===== src/rtl/pt2d_pkg.sv =====
package pt2d_pkg;

    localparam int CoordWidth   = 16;
    localparam int CoefWidth    = 18;
    localparam int OffsetWidth  = 16;
    localparam int CoefFracBits = 14;
    localparam int CfgIdxWidth  = 3;
    localparam int CfgDataWidth = 18;

    typedef enum logic [2:0] {
        ModeTranslate = 3'd0,
        ModeRotate    = 3'd1,
        ModeScale     = 3'd2,
        ModeReflect   = 3'd3,
        ModeShear     = 3'd4
    } t_mode;

    typedef enum logic [2:0] {
        AxisX      = 3'd0,
        AxisY      = 3'd1,
        AxisOrigin = 3'd2,
        AxisDiag   = 3'd3,
        AxisAnti   = 3'd4
    } t_axis;

    typedef enum logic [CfgIdxWidth-1:0] {
        CfgMode       = 3'd0,
        CfgAxis       = 3'd1,
        CfgOffsetX    = 3'd2,
        CfgOffsetY    = 3'd3,
        CfgCoefFirst  = 3'd4,
        CfgCoefSecond = 3'd5
    } t_cfg_idx;

    typedef struct packed {
        logic signed [CoordWidth-1:0] point_x;
        logic signed [CoordWidth-1:0] point_y;
        logic                         last_in;
    } t_point_in;

    typedef struct packed {
        logic signed [CoordWidth-1:0] new_x;
        logic signed [CoordWidth-1:0] new_y;
        logic                         saturated;
        logic                         last_out;
    } t_point_out;

endpackage


===== src/rtl/point_transform_2d.sv =====
// channel   direction  handshake              payload
// request   in         start & !busy          i_point (t_point_in)
// result    out        o_done, one cycle      o_result (t_point_out)
// config    in         i_cfg_we               i_cfg_idx, i_cfg_data
//
// one request per cycle; each accepted request is held in the input register,
// goes through a single arithmetic pass, and lands in the result register
// the pass holds four coordinate-by-coefficient multipliers, one add, round, clip
// synchronous active-low reset clears valids and loads register reset values
// busy stays low: the result side cannot stall, so requests are never held off
module point_transform_2d
    import pt2d_pkg::*;
(
    input  logic                    i_clk,
    input  logic                    i_rst_n,
    input  logic                    start,
    output logic                    busy,
    input  t_point_in               i_point,
    output logic                    o_done,
    output t_point_out              o_result,
    input  logic                    i_cfg_we,
    input  logic [CfgIdxWidth-1:0]  i_cfg_idx,
    input  logic [CfgDataWidth-1:0] i_cfg_data
);

    localparam logic signed [CoordWidth-1:0] CoordMax =
        CoordWidth'((64'sd1 <<< (CoordWidth - 1)) - 64'sd1);
    localparam logic signed [CoordWidth-1:0] CoordMin = ~CoordMax;

    logic [2:0]                    cfg_mode, cfg_axis;
    logic signed [OffsetWidth-1:0] cfg_off_x, cfg_off_y;
    logic signed [CoefWidth-1:0]   cfg_coef1, cfg_coef2;

    logic       accept;
    logic       r_in_vld, n_in_vld;
    t_point_in  r_in;
    logic       r_out_vld, n_out_vld;
    t_point_out r_out, n_out;

    assign busy   = 1'b0;
    assign accept = start & ~busy;

    pt2d_cfg u_cfg (
        .i_clk     (i_clk),
        .i_rst_n   (i_rst_n),
        .i_cfg_we  (i_cfg_we),
        .i_cfg_idx (i_cfg_idx),
        .i_cfg_data(i_cfg_data),
        .o_mode    (cfg_mode),
        .o_axis    (cfg_axis),
        .o_off_x   (cfg_off_x),
        .o_off_y   (cfg_off_y),
        .o_coef1   (cfg_coef1),
        .o_coef2   (cfg_coef2)
    );

    pt2d_xform u_xform (
        .i_point (r_in),
        .i_mode  (cfg_mode),
        .i_axis  (cfg_axis),
        .i_off_x (cfg_off_x),
        .i_off_y (cfg_off_y),
        .i_coef1 (cfg_coef1),
        .i_coef2 (cfg_coef2),
        .o_result(n_out)
    );

    assign n_in_vld  = accept;
    assign n_out_vld = r_in_vld;

    always_ff @(posedge i_clk) begin
        if (!i_rst_n) begin
            r_in_vld  <= 1'b0;
            r_out_vld <= 1'b0;
        end else begin
            r_in_vld  <= n_in_vld;
            r_out_vld <= n_out_vld;
        end
    end

    always_ff @(posedge i_clk) begin
        if (accept) begin
            r_in <= i_point;
        end
        if (r_in_vld) begin
            r_out <= n_out;
        end
    end

    assign o_done   = r_out_vld;
    assign o_result = r_out;

    a_done_follows_request: assert property (
        @(posedge i_clk) disable iff (!i_rst_n)
        o_done |-> $past(accept, 2)
    ) else $error("result strobe without a matching request");

    a_request_gives_done: assert property (
        @(posedge i_clk) disable iff (!i_rst_n)
        accept |-> ##2 o_done
    ) else $error("request produced no result");

    a_last_carried: assert property (
        @(posedge i_clk) disable iff (!i_rst_n)
        o_done |-> (o_result.last_out == $past(i_point.last_in, 2))
    ) else $error("last marker not carried with its point");

    a_sat_at_limit: assert property (
        @(posedge i_clk) disable iff (!i_rst_n)
        (o_done && o_result.saturated) |->
            (o_result.new_x == CoordMax || o_result.new_x == CoordMin ||
             o_result.new_y == CoordMax || o_result.new_y == CoordMin)
    ) else $error("saturation flag set with no coordinate at a limit");

endmodule


===== src/rtl/pt2d_cfg.sv =====
module pt2d_cfg
    import pt2d_pkg::*;
(
    input  logic                          i_clk,
    input  logic                          i_rst_n,
    input  logic                          i_cfg_we,
    input  logic [CfgIdxWidth-1:0]        i_cfg_idx,
    input  logic [CfgDataWidth-1:0]       i_cfg_data,
    output logic [2:0]                    o_mode,
    output logic [2:0]                    o_axis,
    output logic signed [OffsetWidth-1:0] o_off_x,
    output logic signed [OffsetWidth-1:0] o_off_y,
    output logic signed [CoefWidth-1:0]   o_coef1,
    output logic signed [CoefWidth-1:0]   o_coef2
);

    localparam logic signed [CoefWidth-1:0] CoefOne =
        CoefWidth'(64'sd1 <<< CoefFracBits);

    logic [2:0]                    r_mode, n_mode;
    logic [2:0]                    r_axis, n_axis;
    logic signed [OffsetWidth-1:0] r_off_x, n_off_x;
    logic signed [OffsetWidth-1:0] r_off_y, n_off_y;
    logic signed [CoefWidth-1:0]   r_coef1, n_coef1;
    logic signed [CoefWidth-1:0]   r_coef2, n_coef2;
    logic signed [CoefWidth-1:0]   wr_coef;

    assign wr_coef = $signed(i_cfg_data[CoefWidth-1:0]);

    always_comb begin
        n_mode  = r_mode;
        n_axis  = r_axis;
        n_off_x = r_off_x;
        n_off_y = r_off_y;
        n_coef1 = r_coef1;
        n_coef2 = r_coef2;
        if (i_cfg_we) begin
            unique case (i_cfg_idx)
                CfgMode:       n_mode  = i_cfg_data[2:0];
                CfgAxis:       n_axis  = i_cfg_data[2:0];
                CfgOffsetX:    n_off_x = $signed(i_cfg_data[OffsetWidth-1:0]);
                CfgOffsetY:    n_off_y = $signed(i_cfg_data[OffsetWidth-1:0]);
                CfgCoefFirst:  n_coef1 = wr_coef;
                CfgCoefSecond: n_coef2 = wr_coef;
                default:       n_mode  = r_mode;
            endcase
        end
    end

    always_ff @(posedge i_clk) begin
        if (!i_rst_n) begin
            r_mode  <= ModeTranslate;
            r_axis  <= AxisX;
            r_off_x <= '0;
            r_off_y <= '0;
            r_coef1 <= CoefOne;
            r_coef2 <= '0;
        end else begin
            r_mode  <= n_mode;
            r_axis  <= n_axis;
            r_off_x <= n_off_x;
            r_off_y <= n_off_y;
            r_coef1 <= n_coef1;
            r_coef2 <= n_coef2;
        end
    end

    assign o_mode  = r_mode;
    assign o_axis  = r_axis;
    assign o_off_x = r_off_x;
    assign o_off_y = r_off_y;
    assign o_coef1 = r_coef1;
    assign o_coef2 = r_coef2;

endmodule


===== src/rtl/pt2d_xform.sv =====
module pt2d_xform
    import pt2d_pkg::*;
(
    input  t_point_in                     i_point,
    input  logic [2:0]                    i_mode,
    input  logic [2:0]                    i_axis,
    input  logic signed [OffsetWidth-1:0] i_off_x,
    input  logic signed [OffsetWidth-1:0] i_off_y,
    input  logic signed [CoefWidth-1:0]   i_coef1,
    input  logic signed [CoefWidth-1:0]   i_coef2,
    output t_point_out                    o_result
);

    localparam int PW = CoordWidth + CoefWidth;
    localparam int SW = PW + 1;
    localparam logic [SW-1:0] Half = SW'(64'd1 << (CoefFracBits - 1));
    localparam logic signed [SW-1:0] SatHi =
        SW'((64'sd1 <<< (CoordWidth - 1)) - 64'sd1);
    localparam logic signed [SW-1:0] SatLo = -SatHi - SW'(1);

    function automatic logic signed [SW-1:0] round_half_away(
        input logic signed [SW-1:0] v
    );
        logic          neg;
        logic [SW-1:0] mag;
        logic [SW-1:0] r;
        neg = v[SW-1];
        mag = neg ? SW'(-v) : SW'(v);
        r   = (mag + Half) >> CoefFracBits;
        return neg ? $signed(-r) : $signed(r);
    endfunction

    logic signed [CoordWidth-1:0] x, y;
    logic signed [SW-1:0]         xs, ys;
    logic signed [PW-1:0]         p_xc1, p_yc2, p_xc2, p_yc1;
    logic signed [SW-1:0]         pre_x, pre_y, rnd_x, rnd_y;
    logic signed [SW-1:0]         ref_x, ref_y, res_x, res_y;
    logic                         clip_x_hi, clip_x_lo, clip_y_hi, clip_y_lo;

    assign x  = i_point.point_x;
    assign y  = i_point.point_y;
    assign xs = SW'(x);
    assign ys = SW'(y);

    assign p_xc1 = x * i_coef1;
    assign p_yc2 = y * i_coef2;
    assign p_xc2 = x * i_coef2;
    assign p_yc1 = y * i_coef1;

    always_comb begin
        pre_x = SW'(p_xc1);
        pre_y = SW'(p_yc2);
        case (i_mode)
            ModeRotate: begin
                pre_x = SW'(p_xc1) - SW'(p_yc2);
                pre_y = SW'(p_xc2) + SW'(p_yc1);
            end
            ModeShear: begin
                pre_x = (xs <<< CoefFracBits) + SW'(p_yc1);
                pre_y = (ys <<< CoefFracBits) + SW'(p_xc2);
            end
            default: begin
                pre_x = SW'(p_xc1);
                pre_y = SW'(p_yc2);
            end
        endcase
    end

    assign rnd_x = round_half_away(pre_x);
    assign rnd_y = round_half_away(pre_y);

    always_comb begin
        ref_x = xs;
        ref_y = ys;
        case (i_axis)
            AxisX:      ref_y = -ys;
            AxisY:      ref_x = -xs;
            AxisOrigin: begin
                ref_x = -xs;
                ref_y = -ys;
            end
            AxisDiag: begin
                ref_x = ys;
                ref_y = xs;
            end
            AxisAnti: begin
                ref_x = -ys;
                ref_y = -xs;
            end
            default: begin
                ref_x = xs;
                ref_y = ys;
            end
        endcase
    end

    always_comb begin
        case (i_mode) inside
            ModeTranslate: begin
                res_x = xs + SW'(i_off_x);
                res_y = ys + SW'(i_off_y);
            end
            ModeRotate, ModeScale, ModeShear: begin
                res_x = rnd_x;
                res_y = rnd_y;
            end
            ModeReflect: begin
                res_x = ref_x;
                res_y = ref_y;
            end
            default: begin
                res_x = xs;
                res_y = ys;
            end
        endcase
    end

    assign clip_x_hi = res_x > SatHi;
    assign clip_x_lo = res_x < SatLo;
    assign clip_y_hi = res_y > SatHi;
    assign clip_y_lo = res_y < SatLo;

    always_comb begin
        o_result.new_x = clip_x_hi ? CoordWidth'(SatHi) :
                         clip_x_lo ? CoordWidth'(SatLo) : CoordWidth'(res_x);
        o_result.new_y = clip_y_hi ? CoordWidth'(SatHi) :
                         clip_y_lo ? CoordWidth'(SatLo) : CoordWidth'(res_y);
        o_result.saturated = clip_x_hi | clip_x_lo | clip_y_hi | clip_y_lo;
        o_result.last_out  = i_point.last_in;
    end

endmodule


===== config.mk =====
export PLATFORM = sky130hd
export DESIGN_NAME = point_transform_2d
export DESIGN_NICKNAME = d
export VERILOG_FILES = /design/src/rtl/pt2d_pkg.sv /design/src/rtl/point_transform_2d.sv /design/src/rtl/pt2d_cfg.sv /design/src/rtl/pt2d_xform.sv
export SDC_FILE = /design/constraint.sdc
export NUM_CORES = 2
export LEC_CHECK = 0
export ABC_AREA = 1
export ABC_CLOCK_PERIOD_IN_PS = 19400
export BUFFER_PORTS_ARGS = -buffer_cell sky130_fd_sc_hd__buf_4
export CAP_MARGIN = 15
export CORE_ASPECT_RATIO = 1.2
export CORE_MARGIN = 2
export CORE_UTILIZATION = 60
export DETAILED_ROUTE_END_ITERATION = 16
export PLACE_DENSITY = 0.77
export SYNTH_ARGS = -nofsm -noshare
export SYNTH_HDL_FRONTEND = slang
export SYNTH_SLANG_ARGS = --single-unit

===== constraint.sdc =====
create_clock -name i_clk -period 19.4 [get_ports i_clk]
set_input_delay 2.91 -clock i_clk [delete_from_list [all_inputs] [get_ports i_clk]]
set_output_delay 2.91 -clock i_clk [all_outputs]
set_load 0.01 [all_outputs]

# After elaboration in Yosys (flattened, before gate mapping)
# Index checks and enable logic that the tools add are counted.
# word_totals
regBits	143
input_bits	58
out_inout_bits	36
elab_cells	81
# classes
n_addsub	14
mul	4
order_cmp	4
eq_ne	13
muxes	16
bitwise_logic	3
n_reduce_logical	12
# op_table
op	n
$mux W35	10
$pmux W35 S3	2
$pmux W35 S2	2
$mul A16 B18 Y34	4
$add A30 B34 Y35	2
$add A35 B14 Y35 const B	2
$gt A35 B16 Y1 const B	2
$lt A35 B16 Y1 const B	2
$neg A16 Y35	2
$neg A21 Y35	2
$neg A35 Y35	2
$add A34 B34 Y35	1
$sub A34 B34 Y35	1
$add A16 B16 Y17	2
$mux W16	2
$eq A3 B2 Y1 const B	6
$eq A3 B3 Y1 const B	4
$reduce_and A2 Y1	6
$eq A3 B1 Y1 const B	3
$logic_not A3 Y1	3
$reduce_or A2 Y1	2
$or A1 B1 Y1	3
$reduce_or A3 Y1	1

# Depth between registers and ports, before layout
# logic_depth
depth_word	14
depth_mapped	74
mapped_depth_nobuf	72

# By module
# Synthesis repeated with hierarchy kept, for this count alone.
# unflattened
cells_unflattened	9537
hier_area_um2	66277.3
# modules_own_cells
mod	n_inst	cells_each	area_per_inst_um2	seq_area_each_um2
pt2d_xform	1	9028	61207.5	0.0
pt2d_cfg	1	434	2991.6	1481.4
point_transform_2d	1	75	2078.2	2052.0

# Worst setup path before layout
# OpenSTA, ideal clock, no wires.
# synth_path
kind	register to register
startpoint	register r_in[2] (netlist bit)
endpoint	register r_out, in the netlist o_result[1], data pin
setup_ps	256
t_arrival_ps	10904
required_time_ps	19144
slack_ps	8240
path_stages_with_launch	70
path_buffers	3
period_less_slack_ps	11160
cell_sequence	edfxtp_1 clkbuf_1 buf_1 nand2_1 fa_1 fa_1 fa_1 inv_1 fa_1 fa_1 inv_1 fa_1 inv_1 ha_1 nand2_1 inv_1 a21oi_1 nand3_1 (+34 left out) nand2_2 nand3_1 inv_1 nand3_1 nor2_1 inv_1 nor2_1 nand3_1 nand2_1 nand2_1 nand3_1 nand3_1 o21ai_0 nand3_1 nand2_2 inv_2 a21oi_1 nand2_1
# synth_lines
element	line	rtl
from (decl)	point_transform_2d.sv:36	t_point_in r_in;
from (signal assigned)	point_transform_2d.sv:83	r_in <= i_point;
to (signal assigned)	point_transform_2d.sv:86	r_out <= n_out;
to (decl)	point_transform_2d.sv:38	t_point_out r_out, n_out;

# Final worst setup path
# layout_path
startpoint	register r_in[2] (netlist bit)
endpoint	register r_out, in the netlist o_result[22], data pin
# layout_between
elab_chain_cells	12
elab_cells_between_ends	18
classes_between	add/sub (6); mul (2); order compare (2); mux (8)
# layout_lines
element	line	rtl
$mul A16 B18 Y34, on equally long branches	pt2d_xform.sv:48, pt2d_xform.sv:46	
$add A30 B34 Y35 or $sub A34 B34 Y35 (tied branches)	pt2d_xform.sv:59, pt2d_xform.sv:55	
$pmux W35 S2	pt2d_xform.sv:53	case (i_mode)
$neg A35 Y35	pt2d_xform.sv:28	mag = neg ? SW'(-v) : SW'(v);
$mux W35	pt2d_xform.sv:28	
$add A35 B14 Y35	pt2d_xform.sv:29	r = (mag + Half) >> CoefFracBits;
$neg A21 Y35	pt2d_xform.sv:30	return neg ? $signed(-r) : $signed(r);
$mux W35	pt2d_xform.sv:30	
$mux W35 (*) (2 in a row)	pt2d_xform.sv:98	case (i_mode) inside
$lt A35 B16 Y1	pt2d_xform.sv:119	assign clip_x_lo = res_x < SatLo;
$mux W16	pt2d_xform.sv:125	clip_x_lo ? CoordWidth'(SatLo) : CoordWidth'(res_x);
# Mark *: on every way between the ends. The rest lies on a longest branch, timed or not.
# A chain may end at the register's enable or synchronous reset.

==> out/metrics.yaml <==
placed_design:
  pre_cts_ws_ns: 6.04
  gp_congestion: 1.11
  numPortBuffers: 92
  post-dp-hpwl_um: 203000
timing:
  setup_viol: 0
  final-max-slew-violation-count: 0
  hold_slack_ns: 0.421
  worst_slack_ns: 5.59
  relSlewSlack_pct: 22.6
  setup_tns_ns: 0
  rsz0062_at_grt: "false"
  finalCriticalPeriod_ns: 13.81
  finalCritPeriodShare_pct: 71.2
  tightest_slew_ns: 1.16
  fmax_mhz: 72.4
  skew_ns: 0.0398
  hold_viol_final: 0
routing:
  dr.pass1.iters: 12
  ant_nets: 0
  wl_per_cell_um: 23.5
  vias: 62400
  wl_um: 252000
  via_per_inst: 5.82
  first_iter_violations: 7348
  drc: 0
critical_path:
  cp.required_ns: 19.64
  endpoint_kind: "register"
  reg2reg_slack_ns: 5.59
  path_max_fanout: 42
  cp_slowest_cell: "o21ai_0"
  cp_common_cell: "nand2_1"
  ff2ff_path_depth: 65
  crit_path_max_incr_delay_ns: 0.79
  crit_arrival_ns: 14.05
  path_class: "reg -> reg"
  cp-start-kind: "register"
min_path:
  whs_path_depth: 0
  hold_class: "reg -> reg"
logic_synthesis:
  syn_inst: 9413
  synth_area_leaders: "fa_1 (35%), nand2_1 (14%), inv_1 (13%)"
  synth_most_common_cell: "nand2_1"
  synth_top_area_share_pct: 35.3
  synth_area_mm2: 0.0661
  ys_top_cells_by_count: "nand2_1 (2467), inv_1 (2375), fa_1 (1166), nor2_1 (600), ha_1 (491)"
  syn_area_per_cell_um2: 7.02
  yosysUniqueCellTypes: 76
  synth-seq-cells: 143
  synth_edf_count: 67
  syn-num-nets: 11100
  ys.flop_type: "dfxtp_1"
  seq_area_frac_synth_pct: 5.35
  yosysTopAreaCell: "fa_1"
  synth-async-reset-ratio_pct: 0
  ys_warn_count: 0
cells_and_area:
  area_growth_pct: 3.77
  post-route-util_pct: 62.7
  nNetsFinal: 11000
  drive_above_1_share_pct: 5.47
cts:
  cts.path.max_buffers: 2
  cts_hold_buf: 0
  cts.htree.levels: 4
  cts_resized: 0
  clockRootBuffer: "clkbuf_16"
  clkLatencyLatePin_ns: 0.53
  clkSlewWorstSetupHoldPaths_ns: 0.08
  cts_tree: "yes"
  clock-sinks: 143
  postCtsSetupRepairBufs: 0
  cts_buffers: 17
pwr:
  intPower_mw: 3.59
  power_mw: 10.9
  power_frac_comb_pct: 93.4
  vdd_ir_drop_max_uv: 303
  power_frac_clock_pct: 3.3
  switching_share_pct: 67.1
  switching_power_mw: 7.31
  power_density_mw_per_mm2: 159
  leakagePower_nw: 39.2
  pwr-share-seq_pct: 3.3
floorplanning:
  rows: 133
  core_area_mm2: 0.109
  die_x_um: 307
  start_util_pct: 60.5
  die_area_mm2: 0.113
  dieHeight_um: 368
  io_pins: 94
global_routing:
  grt_pass1_vias: 62300
  grt-ovfl-total: 0
  grt_pass1_wl_um: 380000
  grt_max_degree: 77
  antenna_found_initial: 12
  grt.total_usage_pct: 45.5
status:
  status: "complete, no violations"
job:
  maxCapViolations: 0
[kinds of logic after synthesis]
group	count (synthesis)	synth area share, %
AO/OA/AOI/OAI	807	6.94
other	1	0.00567
AND/OR/NAND/NOR	3864	24.8
adder cells (fa/ha/maj)	1657	44.6
buffers and inverters	2764	15.9
flip-flops	143	5.35
XOR/XNOR	177	2.35
[state kept, by name, indices dropped and copies added (netlist names)]
| name | flops |
|---|---|
| n_out_vld | 1 |
| u_cfg.o_axis | 3 |
| o_result | 34 |
| o_done | 1 |
| u_cfg.o_coef1 | 18 |
| r_in | 33 |
| u_cfg.o_coef2 | 18 |
| u_cfg.o_mode | 3 |
| u_cfg.o_off_y | 16 |
| u_cfg.o_off_x | 16 |
[final cells by class]
| cell class | instances | area (um2) |
|---|---|---|
| antenna | 14 | 35.0 |
| clock buffer | 20 | 457 |
| clock inverter | 12 | 101 |
| fill | 10000 | 40800 |
| inverter | 2415 | 9070 |
| multi-input combinational | 6506 | 52000 |
| sequential | 143 | 3530 |
| tap | 1417 | 1770 |
| timing repair buffer | 210 | 1580 |
[power groups by stage]
stage | registers, mW | logic, mW | clock network, mW
global placement | 0.363 | 9.77 | 0
global route | 0.359 | 11.2 | 0.369
CTS | 0.357 | 9.92 | 0.361
finish | 0.359 | 10.2 | 0.363
floorplan | 0.362 | 7.10 | 0
detailed placement | 0.364 | 9.86 | 0
[worst max-delay path: cells and delay by family (launching register included)]
kind	cells	cell delay, ns
AND/OR/NAND/NOR	34	4.56
adder cells (fa/ha/maj)	9	4.11
buffers and inverters	8	1.13
AO/OA/AOI/OAI	13	3.07
XOR/XNOR	1	0.26
flip-flops	1	0.38
[metrics by stage]
step | instance area (um2) | std cells
floorplan | 66100 | 9413
detailed placement | 68000 | 10700
CTS | 68500 | 10700
finish | 68600 | 10700
global route | 68600 | 10700
global placement | 68000 | 10700
[path summary, 6_finish.rpt]
kind,start,endpoint
worst max register to register,r_in[2]$_DFFE_PP_,o_result[22]$_SDFFCE_PN1P_
worst min register to register,r_in[0]$_DFFE_PP_,o_result[0]$_DFFE_PP_
worst max-delay path,r_in[2]$_DFFE_PP_,o_result[22]$_SDFFCE_PN1P_
worst min-delay path,r_in[0]$_DFFE_PP_,o_result[0]$_DFFE_PP_
[routing by layer]
metal / routed length (um) / GRT usage (%)
met5: 96 / 0
met2: 106000 / 67.2
met4: 18200 / 26.6
met3: 34500 / 13.4
met1: 94100 / 59.4
[cell usage in the layout (no fill, tap or decap), types with 7 or more instances in the layout]
cell | netlist | routed
nand2_2 | 76 | 76
xnor2_1 | 70 | 70
edfxtp_1 | 67 | 67
diode_2 | 0 | 14
a21oi_1 | 322 | 322
inv_2 | 34 | 34
ha_1 | 491 | 491
o211ai_1 | 20 | 20
nand2_4 | 21 | 21
and2_1 | 7 | 7
dfxtp_1 | 76 | 76
o31ai_1 | 12 | 12
o221ai_1 | 23 | 23
clkbuf_16 | 0 | 17
nor2_1 | 600 | 598
a221oi_1 | 13 | 13
o21bai_1 | 23 | 23
inv_1 | 2375 | 2375
o21ai_1 | 18 | 18
nand4_1 | 82 | 82
nand3b_1 | 23 | 23
o22ai_1 | 14 | 14
a31oi_1 | 14 | 14
nand2_1 | 2467 | 2467
nor3_1 | 52 | 52
nand3_1 | 397 | 397
fa_1 | 1166 | 1166
xor2_1 | 107 | 107
or2_2 | 26 | 26
nand3_2 | 17 | 17
nor2_2 | 43 | 45
o21ai_0 | 282 | 282
buf_4 | 9 | 210
a21o_1 | 14 | 14
nor2_4 | 20 | 20
(Power assumes the default switching activity.)
